===== src/rtl/assert_macros.svh =====
// assertion helpers for the glob matcher
`ifndef ASSERT_MACROS_SVH
`define ASSERT_MACROS_SVH

// checked on every rising edge of aclk, masked while reset is held
`define WGM_ASSERT(label, prop, msg) \
    label: assert property (@(posedge aclk) disable iff (!aresetn) prop) else $error(msg);

// same check with no reset mask
`define WGM_ASSERT_ALWAYS(label, prop, msg) \
    label: assert property (@(posedge aclk) prop) else $error(msg);

`endif


===== src/rtl/wgm_pkg.sv =====
package wgm_pkg;

    localparam int MAX_PATTERN_LEN_DEF = 32;

    localparam int CHAR_W   = 8;
    localparam int CMD_W    = 2;
    localparam int S_DATA_W = 16;
    localparam int M_DATA_W = 8;

    localparam logic [CMD_W-1:0] CMD_CLEAR  = 2'd0;
    localparam logic [CMD_W-1:0] CMD_APPEND = 2'd1;
    localparam logic [CMD_W-1:0] CMD_TEXT   = 2'd2;
    localparam logic [CMD_W-1:0] CMD_END    = 2'd3;

    localparam logic [CHAR_W-1:0] STAR_BYTE  = 8'h2A;
    localparam logic [CHAR_W-1:0] QMARK_BYTE = 8'h3F;

endpackage


===== src/rtl/wildcard_glob_matcher.sv =====
// a match result is offered on m_tdata in the cycle after its end-of-text transfer
// throughput: one input transfer per cycle while s_tready is high, set by the live-position
// update (byte compares plus a log-depth star closure feeding back into the live register)
// reset: aresetn low at a rising edge empties the pattern, clears the overflow flag,
// restarts the live set at position zero and drops any pending result
module wildcard_glob_matcher
    import wgm_pkg::*;
#(
    parameter int MAX_PATTERN_LEN = MAX_PATTERN_LEN_DEF
) (
    input  logic                aclk,
    input  logic                aresetn,
    input  logic                s_tvalid,
    output logic                s_tready,
    input  logic [S_DATA_W-1:0] s_tdata,   // [1:0] cmd, [9:2] char_in, rest zero
    output logic                m_tvalid,
    input  logic                m_tready,
    output logic [M_DATA_W-1:0] m_tdata    // [0] matched, [1] pattern_overflow, rest zero
);

`include "assert_macros.svh"

    // pattern positions 0..MAX_PATTERN_LEN
    localparam int NPOS = MAX_PATTERN_LEN + 1;
    localparam int LVLS = $clog2(NPOS);

    // input fields
    logic [CMD_W-1:0]  s_cmd;
    logic [CHAR_W-1:0] s_char;
    logic              s_xfer;

    assign s_cmd  = s_tdata[CMD_W-1:0];
    assign s_char = s_tdata[CMD_W +: CHAR_W];
    assign s_xfer = s_tvalid & s_tready;

    // pattern storage: one byte per entry plus decoded wildcard flags,
    // and a thermometer of occupied entries standing in for the length
    logic [CHAR_W-1:0]          pat_reg [MAX_PATTERN_LEN];
    logic [MAX_PATTERN_LEN-1:0] star_reg;
    logic [MAX_PATTERN_LEN-1:0] qm_reg;
    logic [MAX_PATTERN_LEN-1:0] in_pat_reg, in_pat_next;
    logic                       ovf_reg, ovf_next;

    // live set kept without star closure; closure is taken where it is used
    logic [NPOS-1:0]            raw_reg, raw_next;

    // result register
    logic                       m_valid_reg, m_valid_next;
    logic [M_DATA_W-1:0]        m_data_reg, m_data_next;

    // combinational helpers
    logic [NPOS-1:0]            fill_shift;    // occupancy with a one shifted in
    logic [MAX_PATTERN_LEN-1:0] wr_en;         // entry written by an append
    logic [MAX_PATTERN_LEN-1:0] star_vec;      // live '*' entries of the pattern
    logic [MAX_PATTERN_LEN-1:0] step_vec;      // entries that consume this text byte
    logic [NPOS-1:0]            end_vec;       // one-hot at position pattern_length
    logic [NPOS-1:0]            closed;        // live set after star closure
    logic [NPOS-1:0]            raw_feed;      // live set after one text byte
    logic                       hit;
    logic [NPOS-1:0]            g_lv [LVLS+1];
    logic [NPOS-1:0]            p_lv [LVLS+1];

    assign s_tready = ~m_valid_reg | m_tready;
    assign m_tvalid = m_valid_reg;
    assign m_tdata  = m_data_reg;

    assign fill_shift = {in_pat_reg, 1'b1};
    assign wr_en      = (s_xfer && s_cmd == CMD_APPEND) ?
                        (fill_shift[MAX_PATTERN_LEN-1:0] & ~in_pat_reg) : '0;
    assign end_vec    = {in_pat_reg, 1'b1} & ~{1'b0, in_pat_reg};

    always_comb begin
        for (int i = 0; i < MAX_PATTERN_LEN; i++) begin
            star_vec[i] = in_pat_reg[i] & star_reg[i];
            step_vec[i] = in_pat_reg[i] & ~star_reg[i] & (qm_reg[i] | (pat_reg[i] == s_char));
        end
    end

    // star closure as a parallel prefix scan:
    // live[j] |= live[j-1] & star[j-1], resolved in log2 levels
    always_comb begin
        g_lv[0] = raw_reg;
        p_lv[0] = {star_vec, 1'b0};
        for (int l = 0; l < LVLS; l++) begin
            for (int j = 0; j < NPOS; j++) begin
                if (j >= (1 << l)) begin
                    g_lv[l+1][j] = g_lv[l][j] | (p_lv[l][j] & g_lv[l][j - (1 << l)]);
                    p_lv[l+1][j] = p_lv[l][j] & p_lv[l][j - (1 << l)];
                end else begin
                    g_lv[l+1][j] = g_lv[l][j];
                    p_lv[l+1][j] = 1'b0;
                end
            end
        end
        closed = g_lv[LVLS];
    end

    // a star stays live in place, a literal or '?' that matches moves one position on
    assign raw_feed = {1'b0, closed[MAX_PATTERN_LEN-1:0] & star_vec}
                    | {closed[MAX_PATTERN_LEN-1:0] & step_vec, 1'b0};

    assign hit = (|(closed & end_vec)) & ~ovf_reg;

    // state and result update
    always_comb begin
        in_pat_next  = in_pat_reg;
        ovf_next     = ovf_reg;
        raw_next     = raw_reg;
        m_valid_next = m_valid_reg & ~m_tready;
        m_data_next  = m_data_reg;
        if (s_xfer) begin
            case (s_cmd)
                CMD_CLEAR: begin
                    in_pat_next = '0;
                    ovf_next    = 1'b0;
                    raw_next    = NPOS'(1);
                end
                CMD_APPEND: begin
                    // a full pattern drops the byte and flags overflow
                    in_pat_next = fill_shift[MAX_PATTERN_LEN-1:0];
                    if (in_pat_reg[MAX_PATTERN_LEN-1]) begin
                        ovf_next = 1'b1;
                    end
                    raw_next    = NPOS'(1);
                end
                CMD_TEXT: begin
                    raw_next = raw_feed;
                end
                CMD_END: begin
                    raw_next     = NPOS'(1);
                    m_valid_next = 1'b1;
                    m_data_next  = {{(M_DATA_W-2){1'b0}}, ovf_reg, hit};
                end
                default: begin
                    raw_next = raw_reg;
                end
            endcase
        end
    end

    // control state
    always_ff @(posedge aclk) begin
        if (!aresetn) begin
            in_pat_reg  <= '0;
            ovf_reg     <= 1'b0;
            raw_reg     <= NPOS'(1);
            m_valid_reg <= 1'b0;
        end else begin
            in_pat_reg  <= in_pat_next;
            ovf_reg     <= ovf_next;
            raw_reg     <= raw_next;
            m_valid_reg <= m_valid_next;
        end
    end

    // payload, no reset
    always_ff @(posedge aclk) begin
        m_data_reg <= m_data_next;
        for (int i = 0; i < MAX_PATTERN_LEN; i++) begin
            if (wr_en[i]) begin
                pat_reg[i]  <= s_char;
                star_reg[i] <= (s_char == STAR_BYTE);
                qm_reg[i]   <= (s_char == QMARK_BYTE);
            end
        end
    end

    // checks
    `WGM_ASSERT(a_occupancy_contiguous,
        ((in_pat_reg >> 1) & ~in_pat_reg) == '0,
        "pattern occupancy has a hole")
    `WGM_ASSERT(a_overflow_needs_full,
        ovf_reg |-> in_pat_reg[MAX_PATTERN_LEN-1],
        "overflow flagged while pattern not full")
    `WGM_ASSERT(a_end_gives_result,
        (s_xfer && s_cmd == CMD_END) |=> m_valid_reg,
        "end of text transfer produced no result")
    `WGM_ASSERT(a_pattern_change_restarts,
        (s_xfer && (s_cmd == CMD_CLEAR || s_cmd == CMD_APPEND)) |=> raw_reg == NPOS'(1),
        "live set not restarted after pattern change")

endmodule

===== config.mk =====
export PLATFORM = sky130hd
export DESIGN_NAME = wildcard_glob_matcher
export DESIGN_NICKNAME = d
export VERILOG_FILES = /design/src/rtl/wgm_pkg.sv /design/src/rtl/wildcard_glob_matcher.sv
export VERILOG_INCLUDE_DIRS = /design/src /design/src/rtl
export SDC_FILE = /design/constraint.sdc
export NUM_CORES = 1
export LEC_CHECK = 0
export BUFFER_PORTS_ARGS = -buffer_cell sky130_fd_sc_hd__buf_4
export CAP_MARGIN = 20
export CORE_MARGIN = 4
export CORE_UTILIZATION = 55
export DETAILED_ROUTE_END_ITERATION = 8
export PLACE_DENSITY = 0.71
export SYNTH_ARGS = -nofsm -noshare
export SYNTH_HDL_FRONTEND = slang
export SYNTH_SLANG_ARGS = --single-unit

===== constraint.sdc =====
create_clock -name aclk -period 4.3 [get_ports aclk]
set_input_delay 0.215 -clock aclk [delete_from_list [all_inputs] [get_ports aclk]]
set_output_delay 0.215 -clock aclk [all_outputs]
set_load 0.02 [all_outputs]

==> results of run 1 <==
==> cells in the final DEF, fill, tap and decap left out, types with 29 or more instances in the layout <==
master,netlist,routed
edfxtp_1,322,322
xor2_1,254,254
nand2_1,96,96
nor4_1,72,71
dfxtp_1,67,67
a21oi_1,60,60
nor2_1,60,57
a21boi_0,49,49
nand3_1,46,46
buf_4,8,44
clkbuf_16,0,41
o21ai_0,38,38
a31oi_1,29,29
==> report_power, final <==
group / internal, uW / switching [uW] / leakage [uW]
combinational: 92.7 / 211 / 0.00209
clock: 2190 / 1380 / 0.000672
sequential: 4070 / 3.61 / 0.00347
==> stage by stage <==
step,instances,total power [uW],setup slack (ns)
floorplan,1428,4350,0.642
global placement,1787,4450,1.16
detailed placement,1787,4460,1.13
CTS,1860,8010,1.11
global route,1860,8220,0.936
finish,1860,7950,1.12
==> how the worst max path moves through the flow <==
| stage | cells after the start | slack, ns | startpoint | end |
|---|---|---|---|---|
| global placement | 9 | 1.16 | star_reg[13] | m_tdata[0] |
| finish | 9 | 1.12 | star_reg[13] | m_tdata[0] |
| CTS | 9 | 1.11 | star_reg[13] | m_tdata[0] |
| floorplan | 5 | 0.64 | s_tdata[5] | star_reg[0] |
| global route | 9 | 0.94 | star_reg[13] | m_tdata[0] |
| detailed placement | 9 | 1.13 | star_reg[0] | m_tdata[0] |
==> critical path: cells and delay by family (launching register included) <==
kind               cells  cell delay [ns]
and+or+nand+nor        2             0.71
DFF                    1             0.49
AOI/OAI and AO/OA      7             1.71
==> layer usage <==
metal / up-vias / part of all wire [%] / GRT usage [%] / routed length [um]
met5: - / 0 / 0 / 0
met4: 0 / 2.2 / 6.11 / 810
met3: 69 / 5.5 / 2.93 / 2070
met2: 340 / 47 / 34.5 / 17600
met1: 5544 / 45 / 29.8 / 17000
li1: 5275 / - / - / -
==> layout make-up <==
type / count / area share, %
sequential: 389 / 56.2
inverter: 19 / 0.364
multi-input combinational: 930 / 31.9
clock inverter: 24 / 1.55
tap: 402 / 2.57
clock buffer: 49 / 5.44
timing repair buffer: 47 / 1.99
==> synthesized netlist by cell type, drive strengths merged (3+ instances only) <==
library cell	instances	share of area (%)
a31o	3	0.15
or2	5	0.18
nand2	96	2.0
and3	5	0.18
nor4	72	2.5
o31ai	6	0.25
o21a	8	0.34
nor2	60	1.3
a21oi	60	1.7
inv	19	0.40
dfxtp	67	7.6
clkbuf	59	1.3
a211oi	12	0.54
xor2	254	13
o32ai	5	0.25
a21o	5	0.21
o211ai	4	0.20
buf	31	0.94
nor3b	17	0.72
a22oi	8	0.34
o21bai	4	0.17
a2111oi	3	0.25
a21boi	52	2.2
or4b	3	0.17
edfxtp	322	55
o22ai	3	0.11
nor4b	10	0.53
nand3	46	1.3
a32oi	4	0.20
o221ai	3	0.15
a31oi	30	1.1
nand2b	19	0.67
nand4	17	0.60
nand3b	5	0.21
o41ai	5	0.29
and2	6	0.23
o2111ai	3	0.15
nor3	17	0.55
o21ai	39	1.1
nor2b	14	0.50
==> logic make-up (layout without fill, tap and decap cells) <==
family	count (synthesis)	after routing	synth area share (%)
AOI/OAI and AO/OA	272	272	10.5
DFF	389	389	62.3
buffers and inverters	109	139	2.60
other	1	6	0.0212
xor gates and xnor gates	256	256	12.7
and+or+nand+nor	396	396	11.9
==> impl_metrics.prom, run 1 <==
# TYPE chip_impl_metric gauge
chip_impl_info{name="result_of_the_run",value="complete, no violations"} 1
chip_impl_metric{name="grt_start_max_net_pins",unit=""} 69
chip_impl_metric{name="final_hold_viol_count",unit=""} 0
chip_impl_metric{name="leakage_dissipation",unit="uW"} 0.00623
chip_impl_metric{name="p_per_area",unit="nW/um2"} 406
chip_impl_metric{name="grt_use_total",unit="%"} 21.1
chip_impl_info{name="cts_tree",value="built"} 1
chip_impl_metric{name="worst_hold_path.num_cells",unit=""} 3
chip_impl_metric{name="setup-violations-final",unit=""} 0
chip_impl_metric{name="async_reset_ff_share",unit="%"} 0
chip_impl_metric{name="placedInstanceArea",unit="um2"} 18200
chip_impl_metric{name="seq_area",unit="um2"} 11000
chip_impl_info{name="holdPathEnd",value="m_tvalid"} 1
chip_impl_metric{name="syn_avg_cell_area",unit="um2"} 12.4
chip_impl_metric{name="reported_max_cap_violation_count",unit=""} 0
chip_impl_info{name="setup_repair_after_global_routing_missed_its_margin",value="no"} 1
chip_impl_metric{name="vias_in_the_first_global_route",unit=""} 10900
chip_impl_metric{name="initialDrtViolationCount",unit=""} 1054
chip_impl_metric{name="fillCellCount",unit=""} 2422
chip_impl_metric{name="cts_hold_repair.buffers",unit=""} 0
chip_impl_metric{name="synth-edff-count",unit=""} 322
chip_impl_metric{name="multiInputGateArea",unit="um2"} 6240
chip_impl_info{name="dominantRegCellSynth",value="edfxtp_1"} 1
chip_impl_metric{name="post_route_cells_drive_above_1_share",unit="%"} 8.98
chip_impl_metric{name="synth-seq-area-share",unit="%"} 62.3
chip_impl_metric{name="global_route.overflow_total",unit=""} 0
chip_impl_metric{name="first_pass_iters",unit=""} 7
chip_impl_metric{name="post-dp-hpwl",unit="mm"} 23.6
chip_impl_metric{name="die_height",unit="um"} 187
chip_impl_metric{name="utilization",unit="%"} 61.9
chip_impl_metric{name="syn_area",unit="um2"} 17700
chip_impl_metric{name="clock-sinks",unit=""} 389
chip_impl_metric{name="avgRoutedWirePerCell",unit="um"} 20.2
chip_impl_metric{name="final_weighted_congestion_in_routability_driven_placement",unit=""} 0.957
chip_impl_metric{name="synth_cell_types",unit=""} 70
chip_impl_info{name="critical_path.endpoint_type",value="flop"} 1
chip_impl_metric{name="max_clock_freq",unit="MHz"} 314
chip_impl_metric{name="vdd_ir_drop_max",unit="uV"} 387
chip_impl_info{name="cts-root-buf",value="clkbuf_16"} 1
chip_impl_metric{name="clock_tree.htree_level_count",unit=""} 2
chip_impl_metric{name="floorplan.die.width",unit="um"} 187
chip_impl_info{name="critical-path-slowest-cell",value="edfxtp_1"} 1
chip_impl_metric{name="finClkSkew",unit="ns"} 0.0210
chip_impl_info{name="cell_occurring_most_often_along_the_worst_timing_path",value="a311o_1"} 1
chip_impl_metric{name="num_io_pins",unit=""} 30
chip_impl_metric{name="timing.hold.ws",unit="ns"} 0.0501
chip_impl_metric{name="port_buffers",unit=""} 17
chip_impl_info{name="crit_path_cell_trace",value="a311o_1 -> a41o_1 -> o21ai_1 -> a21oi_1 -> nor3_4 -> o31ai_1 -> a311o_1 -> nor4b_2 -> a31oi_1"} 1
chip_impl_metric{name="ys_warn_count",unit=""} 0
chip_impl_metric{name="relative_slew_margins",unit="%"} 38.1
chip_impl_metric{name="cp.required",unit="ns"} 4.56
chip_impl_metric{name="drv_slew",unit=""} 0
chip_impl_metric{name="postSynthRegisterBits",unit=""} 389
chip_impl_metric{name="antenna_found_initial",unit=""} 0
chip_impl_metric{name="die_area",unit="um2"} 35100
chip_impl_metric{name="post-route-cell-area",unit="um2"} 19600
chip_impl_metric{name="floorplan.initialDensity",unit="%"} 55.9
chip_impl_info{name="hold_start",value="s_tdata[1]"} 1
chip_impl_metric{name="timing.final.crit_share",unit="%"} 74.0
chip_impl_info{name="reg2reg_launch_point",value="star_reg[13]"} 1
chip_impl_metric{name="crit_fanout",unit=""} 8
chip_impl_metric{name="clockBufferDepth",unit=""} 3
chip_impl_info{name="regToRegEndpoint",value="m_tdata[0]"} 1
chip_impl_metric{name="post_cts.repair.setup_buffers",unit=""} 0
chip_impl_metric{name="worst_setup_hold_path_clk_slew",unit="ns"} 0.06
chip_impl_info{name="worst_setup_path_start_kind",value="flop"} 1
chip_impl_metric{name="fin_crit",unit="ns"} 3.18
chip_impl_metric{name="areaGrowthSynthToFinish",unit="%"} 10.8
chip_impl_metric{name="drc",unit=""} 0
chip_impl_info{name="hold_class",value="in2reg"} 1
chip_impl_metric{name="max_slew.worst_pin.slew",unit="ns"} 0.917
chip_impl_metric{name="placementRows",unit=""} 65
chip_impl_metric{name="number_of_flip_flops_in_the_largest_register",unit=""} 256
chip_impl_metric{name="cells_after_synth",unit=""} 1423
chip_impl_metric{name="worst_skew_pair.late_latency",unit="ns"} 0.53
chip_impl_metric{name="cts-resized-gates",unit=""} 0
chip_impl_metric{name="r2r_cells",unit=""} 9
chip_impl_metric{name="grt_first_pass_wirelength",unit="mm"} 60.4
chip_impl_metric{name="r2r_setup_slack",unit="ns"} 1.12
chip_impl_metric{name="core-area",unit="um2"} 31600
chip_impl_info{name="criticalPathCategory",value="reg2reg"} 1
chip_impl_metric{name="route.vias.total",unit=""} 11200
chip_impl_metric{name="worst_path_largest_cell_delay",unit="ns"} 0.49
chip_impl_metric{name="final.setup.tns",unit="ns"} 0
chip_impl_metric{name="drt.antenna.violating_nets",unit=""} 0
chip_impl_metric{name="routed_via_density",unit=""} 6.04
chip_impl_metric{name="antenna-diode-count",unit=""} 0
chip_impl_metric{name="design.final.nets",unit=""} 1447
chip_impl_metric{name="critical_path_arrival",unit="ns"} 3.44
chip_impl_metric{name="drt-total-wl",unit="mm"} 37.5
chip_impl_metric{name="cts_made_buffers",unit=""} 40
Note: power is estimated with default switching activity, not from simulation.
==> run 2, diff against run 1 <==
- ABC_AREA: unset -> 1
- PLACE_DENSITY: 0.71 -> 0.74
- clock period: 4.3 -> 2.5 ns (I/O delays scaled with it)
==> impl_metrics.prom, run 2 <==
# TYPE chip_impl_metric gauge
chip_impl_metric{name="r2r_setup_slack",unit="ns"} 0.17
chip_impl_info{name="cts-root-buf",value="clkbuf_16"} 1
chip_impl_metric{name="number_of_flip_flops_in_the_largest_register",unit=""} 256
chip_impl_info{name="netlist_top_cells_area",value="edfxtp_1, nand2_1, dfxtp_1"} 1
chip_impl_metric{name="post-dp-hpwl",unit="mm"} 25.7
chip_impl_metric{name="fin_total_pwr",unit="uW"} 13800
chip_impl_metric{name="synth_cell_types",unit=""} 40
chip_impl_metric{name="leakage_dissipation",unit="uW"} 0.00745
chip_impl_metric{name="ys_warn_count",unit=""} 0
chip_impl_metric{name="antenna-diode-count",unit=""} 0
chip_impl_metric{name="path_depth",unit=""} 14
chip_impl_metric{name="seq_area",unit="um2"} 11000
chip_impl_metric{name="grt_start_max_net_pins",unit=""} 40
chip_impl_metric{name="power.internal",unit="uW"} 11000
chip_impl_metric{name="synth_largest_type_area_fraction",unit="%"} 52.9
chip_impl_metric{name="max_clock_freq",unit="MHz"} 430
chip_impl_metric{name="core-area",unit="um2"} 32600
chip_impl_metric{name="cells_after_synth",unit=""} 1798
chip_impl_metric{name="worst_hold_path.num_cells",unit=""} 1
chip_impl_metric{name="drt.antenna.violating_nets",unit=""} 0
chip_impl_metric{name="antenna_found_initial",unit=""} 0
chip_impl_metric{name="met1_resource_use_gr",unit="%"} 29.3
chip_impl_metric{name="vias_in_the_first_global_route",unit=""} 12100
chip_impl_metric{name="worst_setup_hold_path_clk_slew",unit="ns"} 0.06
chip_impl_metric{name="sequentialPowerShare",unit="%"} 50.7
chip_impl_metric{name="place_inst",unit=""} 2260
chip_impl_info{name="cts_tree",value="built"} 1
chip_impl_metric{name="die_height",unit="um"} 190
chip_impl_info{name="mostFrequentLayoutCell",value="nand2_1"} 1
chip_impl_metric{name="fin_crit",unit="ns"} 2.33
chip_impl_info{name="worst_setup_path_start_kind",value="flop"} 1
chip_impl_metric{name="floorplan.die.width",unit="um"} 190
chip_impl_metric{name="floorplan.initialDensity",unit="%"} 56.0
chip_impl_metric{name="final_hold_viol_count",unit=""} 0
chip_impl_metric{name="final_weighted_congestion_in_routability_driven_placement",unit=""} 0.912
chip_impl_metric{name="synth-edff-count",unit=""} 322
chip_impl_info{name="hold_class",value="in2reg"} 1
chip_impl_metric{name="clockBufferDepth",unit=""} 3
chip_impl_metric{name="initialDrtViolationCount",unit=""} 903
chip_impl_metric{name="vdd_ir_drop_max",unit="uV"} 398
chip_impl_metric{name="part_of_the_power_in_combinational_logic",unit="%"} 4.2
chip_impl_info{name="mostFrequentLayoutCells",value="nand2_1, edfxtp_1, inv_1"} 1
chip_impl_metric{name="groute.layer.met2.usage",unit="%"} 36.3
chip_impl_info{name="busiest_layer",value="met2"} 1
chip_impl_metric{name="placementRows",unit=""} 66
chip_impl_metric{name="clock_tree.htree_level_count",unit=""} 2
chip_impl_metric{name="max_slew.worst_pin.slew",unit="ns"} 0.643
chip_impl_metric{name="worst_skew_pair.late_latency",unit="ns"} 0.53
chip_impl_metric{name="grt_use_total",unit="%"} 21.2
chip_impl_metric{name="worst_path_largest_cell_delay",unit="ns"} 0.45
chip_impl_info{name="critical-path-slowest-cell",value="edfxtp_1"} 1
chip_impl_metric{name="drt-total-wl",unit="mm"} 38.1
chip_impl_metric{name="finClkSkew",unit="ns"} 0.0138
chip_impl_metric{name="syn_avg_cell_area",unit="um2"} 10.2
chip_impl_metric{name="num_io_pins",unit=""} 30
chip_impl_info{name="critical_path.endpoint_type",value="flop"} 1
chip_impl_metric{name="route.vias.total",unit=""} 12300
chip_impl_metric{name="switching_share",unit="%"} 20.1
chip_impl_metric{name="design.final.nets",unit=""} 1888
chip_impl_metric{name="global_route.usage.met3",unit="%"} 2.93
chip_impl_metric{name="areaGrowthSynthToFinish",unit="%"} 13.6
chip_impl_metric{name="reported_max_cap_violation_count",unit=""} 0
chip_impl_metric{name="p_per_area",unit="nW/um2"} 666
chip_impl_info{name="crit_path_cell_trace",value="nand2_1 -> nor2_1 -> nand2_1 -> inv_1 -> a21oi_1 -> nand2_2 -> nand2_1 -> nand2_1 -> nand2_1 -> nand2_1 -> nor2_1 -> nand3_1 -> nor2_2 -> a21oi_1"} 1
chip_impl_metric{name="routed_via_density",unit=""} 5.25
chip_impl_metric{name="r2r_cells",unit=""} 14
chip_impl_metric{name="first_pass_iters",unit=""} 7
chip_impl_info{name="cell_occurring_most_often_along_the_worst_timing_path",value="nand2_1"} 1
chip_impl_metric{name="cp.required",unit="ns"} 2.77
chip_impl_metric{name="grt_first_pass_wirelength",unit="mm"} 62.4
chip_impl_metric{name="cts_made_buffers",unit=""} 41
chip_impl_metric{name="setup-violations-final",unit=""} 0
chip_impl_metric{name="postLayoutSetupSlackWorst",unit="ns"} 0.173
chip_impl_metric{name="die_area",unit="um2"} 36200
chip_impl_metric{name="postSynthRegisterBits",unit=""} 389
chip_impl_metric{name="final_cells",unit=""} 2343
chip_impl_metric{name="critical_path_arrival",unit="ns"} 2.60
chip_impl_metric{name="port_buffers",unit=""} 17
chip_impl_info{name="dominantRegCellSynth",value="edfxtp_1"} 1
chip_impl_metric{name="async_reset_ff_share",unit="%"} 0
chip_impl_info{name="synth_area_leader_cell",value="edfxtp_1"} 1
chip_impl_metric{name="clock-sinks",unit=""} 389
chip_impl_info{name="result_of_the_run",value="complete, no violations"} 1
chip_impl_metric{name="synth-seq-area-share",unit="%"} 60.3
chip_impl_info{name="synth.most_common_cell",value="nand2_1"} 1
chip_impl_metric{name="post_route_cells_drive_above_1_share",unit="%"} 11.8
chip_impl_metric{name="relative_slew_margins",unit="%"} 57.1
chip_impl_metric{name="switching_power",unit="uW"} 2780
chip_impl_metric{name="drv_slew",unit=""} 0
chip_impl_metric{name="crit_fanout",unit=""} 5
chip_impl_metric{name="drc",unit=""} 0
chip_impl_metric{name="clock_network_power_share",unit="%"} 45.1
chip_impl_metric{name="multiInputGateArea",unit="um2"} 6320
chip_impl_info{name="post_synth_most_frequent_cells",value="nand2_1, edfxtp_1, inv_1"} 1
chip_impl_info{name="crit_family",value="simple AND/OR/NAND/NOR gates"} 1
chip_impl_metric{name="avgRoutedWirePerCell",unit="um"} 16.3
chip_impl_metric{name="worstPathBufferInverterCount",unit=""} 1
chip_impl_metric{name="syn_area",unit="um2"} 18300
chip_impl_metric{name="timing.final.crit_share",unit="%"} 93.1
chip_impl_metric{name="fillCellCount",unit=""} 2582
chip_impl_metric{name="global_route.overflow_total",unit=""} 0
chip_impl_metric{name="detailedPlace.worstSlack",unit="ns"} 0.111
chip_impl_info{name="criticalPathCategory",value="reg2reg"} 1
## run 2: cell types whose count changed in the layout (fill, tap and decap cells not counted), moves of 27 or more
| cell | before | now |
|---|---|---|
| buf_4 | 44 | 78 |
| xnor2_1 | 2 | 149 |
| a21boi_0 | 49 | 0 |
| nor2_1 | 57 | 154 |
| nor4_1 | 71 | 27 |
| a21oi_1 | 60 | 87 |
| xor2_1 | 254 | 70 |
| inv_1 | 19 | 160 |
| nand3_1 | 46 | 78 |
| nand2_1 | 96 | 431 |
| a31oi_1 | 29 | 0 |
## run 2: cell families after synthesis
family                    Yosys count  synth area share, %
DFF                               389                 60.3
other                               1               0.0205
and+or+nand+nor                   808                 19.3
xor gates and xnor gates          219                 10.5
AOI/OAI and AO/OA                 144                 4.42
buffers and inverters             237                 5.46
## run 2: final cells by class
class | instances | area share, %
flip-flops and latches | 389 | 53.1
repair buffers | 94 | 4.03
inverters | 165 | 2.98
multi-input cells | 1177 | 30.5
well taps | 442 | 2.66
clock buffers | 61 | 5.75
clock inverters | 15 | 1.04
## run 2: path summary, 6_finish.rpt
| kind | from | endpoint |
|---|---|---|
| max | star_reg[6] | m_tdata[0] |
| max reg2reg | star_reg[6] | m_tdata[0] |
| min reg2reg | raw_reg[18] | raw_reg[18] |
| min | s_tdata[2] | pat_reg[0][32] |
## run 2: power groups by stage
stage | Clock (uW) | Combinational [uW] | Sequential (uW)
2_1_floorplan | 0 | 355 | 7150
3_3_place_gp | 0 | 564 | 7140
3_5_place_dp | 0 | 582 | 7140
4_1_cts | 6350 | 595 | 7000
5_1_grt | 6620 | 644 | 7000
6_report | 6240 | 585 | 7010
## run 2: metal layers
metal | up-vias | share of wire, % | wire, um
met4 | 0 | 1.7 | 648
met5 | - | 0 | 0
met3 | 53 | 4.3 | 1630
met2 | 265 | 48 | 18500
li1 | 6103 | - | -
met1 | 5880 | 46 | 17400
## run 2: what timing repair did
action | CTS | global route
endpoints found under the hold margin | 12 | 0
setup buffers | 0 | 0
setup endpoints to repair | 0 | 1
resized for setup | 0 | 10
hold buffers | 7 | 0
## run 2: metrics by stage
stage / instance area [um2] / TNS, ns / hold slack [ns] / utilization [%]
floorplan: 18300 / 0 / 0.194 / -
global route: 20800 / -0.0164 / 0.0483 / 63.6
finish: 20800 / 0 / 0.0455 / 63.6
global placement: 19200 / 0 / 0.349 / 59.0
CTS: 20700 / 0 / 0.0305 / 63.5
detailed placement: 19200 / 0 / 0.345 / 59.0
==> run 3, diff against run 2 <==
- CORE_ASPECT_RATIO: unset -> 1.1
==> impl_metrics.prom, run 3 (synthesis results as in run 2) <==
# TYPE chip_impl_metric gauge
chip_impl_metric{name="grt_first_pass_wirelength",unit="mm"} 62.4
chip_impl_metric{name="vias_in_the_first_global_route",unit=""} 12000
chip_impl_metric{name="number_of_flip_flops_in_the_largest_register",unit=""} 256
chip_impl_metric{name="avgRoutedWirePerCell",unit="um"} 16.5
chip_impl_metric{name="fin_crit",unit="ns"} 2.29
chip_impl_info{name="critical-path-slowest-cell",value="dlygate4sd3_1"} 1
chip_impl_info{name="cell_occurring_most_often_along_the_worst_timing_path",value="nand2_1"} 1
chip_impl_metric{name="p_per_area",unit="nW/um2"} 632
chip_impl_metric{name="floorplan.die.width",unit="um"} 182
chip_impl_metric{name="global_route.overflow_total",unit=""} 0
chip_impl_metric{name="grt_start_max_net_pins",unit=""} 36
chip_impl_metric{name="worstPathBufferInverterCount",unit=""} 3
chip_impl_metric{name="clock-sinks",unit=""} 389
chip_impl_metric{name="worst_path_largest_cell_delay",unit="ns"} 0.57
chip_impl_metric{name="final.setup.tns",unit="ns"} 0
chip_impl_metric{name="routed_via_density",unit=""} 5.23
chip_impl_metric{name="die_area",unit="um2"} 36200
chip_impl_metric{name="worst_setup_hold_path_clk_slew",unit="ns"} 0.06
chip_impl_metric{name="detailedPlace.worstSlack",unit="ns"} 0.136
chip_impl_metric{name="setup-violations-final",unit=""} 0
chip_impl_metric{name="route.vias.total",unit=""} 12200
chip_impl_metric{name="die_height",unit="um"} 199
chip_impl_metric{name="utilization",unit="%"} 63.1
chip_impl_metric{name="post-dp-hpwl",unit="mm"} 26.2
chip_impl_metric{name="leakage_dissipation",unit="uW"} 0.00736
chip_impl_metric{name="fin_total_pwr",unit="uW"} 13000
chip_impl_metric{name="design.final.nets",unit=""} 1887
chip_impl_info{name="crit_path_cell_trace",value="nand2_1 -> nand2_1 -> nor2_1 -> clkinv_1 -> buf_4 -> o21ai_0 -> a21oi_1 -> dlygate4sd3_1"} 1
chip_impl_metric{name="initialDrtViolationCount",unit=""} 872
chip_impl_metric{name="floorplan.initialDensity",unit="%"} 56.1
chip_impl_info{name="hold_class",value="in2reg"} 1
chip_impl_metric{name="relative_slew_margins",unit="%"} 59.9
chip_impl_metric{name="critical_path_arrival",unit="ns"} 2.70
chip_impl_metric{name="antenna_found_initial",unit=""} 0
chip_impl_metric{name="finClkSkew",unit="ns"} 0.0103
chip_impl_info{name="mostFrequentLayoutCell",value="nand2_1"} 1
chip_impl_info{name="setup_repair_after_global_routing_missed_its_margin",value="no"} 1
chip_impl_metric{name="grt_use_total",unit="%"} 21.3
chip_impl_metric{name="post_route_cells_drive_above_1_share",unit="%"} 11.1
chip_impl_info{name="mostFrequentLayoutCells",value="nand2_1, edfxtp_1, inv_1"} 1
chip_impl_metric{name="worst_skew_pair.late_latency",unit="ns"} 0.52
chip_impl_metric{name="clockBufferDepth",unit=""} 3
chip_impl_metric{name="postLayoutSetupSlackWorst",unit="ns"} 0.208
chip_impl_metric{name="drv_slew",unit=""} 0
chip_impl_metric{name="cts_made_buffers",unit=""} 39
chip_impl_metric{name="final_weighted_congestion_in_routability_driven_placement",unit=""} 0.914
chip_impl_metric{name="antenna-diode-count",unit=""} 0
chip_impl_metric{name="crit_fanout",unit=""} 33
chip_impl_info{name="worst_setup_path_start_kind",value="flop"} 1
chip_impl_metric{name="place_inst",unit=""} 2246
chip_impl_info{name="criticalPathCategory",value="reg2reg"} 1
chip_impl_metric{name="port_buffers",unit=""} 17
chip_impl_metric{name="seq_area",unit="um2"} 11000
chip_impl_info{name="cts_tree",value="built"} 1
chip_impl_metric{name="drc",unit=""} 0
chip_impl_metric{name="max_slew.worst_pin.slew",unit="ns"} 0.596
chip_impl_info{name="critical_path.endpoint_type",value="flop"} 1
chip_impl_metric{name="fillCellCount",unit=""} 2574
chip_impl_info{name="cts-root-buf",value="clkbuf_16"} 1
chip_impl_metric{name="reported_max_cap_violation_count",unit=""} 0
chip_impl_metric{name="cp.required",unit="ns"} 2.90
chip_impl_metric{name="num_io_pins",unit=""} 30
chip_impl_info{name="crit_family",value="buffers and inverters"} 1
chip_impl_metric{name="drt.antenna.violating_nets",unit=""} 0
chip_impl_metric{name="vdd_ir_drop_max",unit="uV"} 623
chip_impl_metric{name="final_cells",unit=""} 2323
chip_impl_metric{name="multiInputGateArea",unit="um2"} 6310
chip_impl_metric{name="max_clock_freq",unit="MHz"} 436
chip_impl_metric{name="core-area",unit="um2"} 32500
chip_impl_metric{name="first_pass_iters",unit=""} 7
chip_impl_metric{name="timing.final.crit_share",unit="%"} 91.7
chip_impl_metric{name="final_hold_viol_count",unit=""} 0
chip_impl_metric{name="areaGrowthSynthToFinish",unit="%"} 12.4
chip_impl_metric{name="drt-total-wl",unit="mm"} 38.3
chip_impl_info{name="result_of_the_run",value="complete, no violations"} 1
chip_impl_metric{name="clock_tree.htree_level_count",unit=""} 2
chip_impl_metric{name="post_cts.repair.setup_buffers",unit=""} 0
chip_impl_metric{name="placementRows",unit=""} 69
-- run 3: changes by cell type in the layout (fill, tap and decap cells not counted), moves of 3 or more --
cell       change
clkbuf_8       -3
nand2_2        -3
nand2_1        +3
bufinv_16      -5
buf_12         +3
clkinv_1       +4
-- run 3: layout make-up --
type                            count  area share, %
Timing Repair Buffer               95           4.28
Sequential cell                   389           53.6
Clock buffer                       58           5.41
Multi-Input combinational cell   1177           30.7
Clock inverter                     13          0.323
Inverter                          165           3.02
Tap cell                          426           2.60
-- run 3: worst paths after layout --
path,startpoint,to,slack [ns],depth (start not counted)
setup / recovery,m_tvalid,ovf_reg,0.21,8
hold / removal,s_tvalid,raw_reg[0],0.03,5
hold reg to reg,raw_reg[20],raw_reg[20],0.46,2
setup reg to reg,m_tvalid,ovf_reg,0.21,8
-- run 3: layer usage --
layer	GRT usage (%)	wire, um	vias to the layer above
li1	-	-	6085
met1	28.5	17400	5789
met2	37.5	18800	235
met3	2.66	1370	50
met4	5.34	644	0
met5	0	0	-
-- run 3: worst reg2reg max path, cell delays in order (launching register included) --
cell and delay (ns):
dfxtp_1 0.31, nand2_1 0.19, nand2_1 0.14, nor2_1 0.16, clkinv_1 0.11, buf_4 0.28, o21ai_0 0.33, a21oi_1 0.09
dlygate4sd3_1 0.57
-- run 3: per-stage QoR --
step | hold slack [ns] | instance area (um2)
finish | 0.0292 | 20500
global route | 0.0225 | 20500
CTS | 0.0174 | 20500
detailed placement | 0.345 | 19300
global placement | 0.345 | 19300
floorplan | 0.194 | 18300
-- run 3: report_power, final --
group	internal, uW	leakage, uW	switching, uW	total (uW)
combinational	215	0.00339	381	596
clock	3080	0.000567	2290	5360
sequential	7000	0.00340	5.82	7010
total	10300	0.00736	2670	13000
-- run 3: timing repair --
item	4_1_cts	5_1_grt
gates resized for setup	0	4
endpoints found under the setup margin	0	1
hold buffers	6	0
endpoints found under the hold margin	16	0
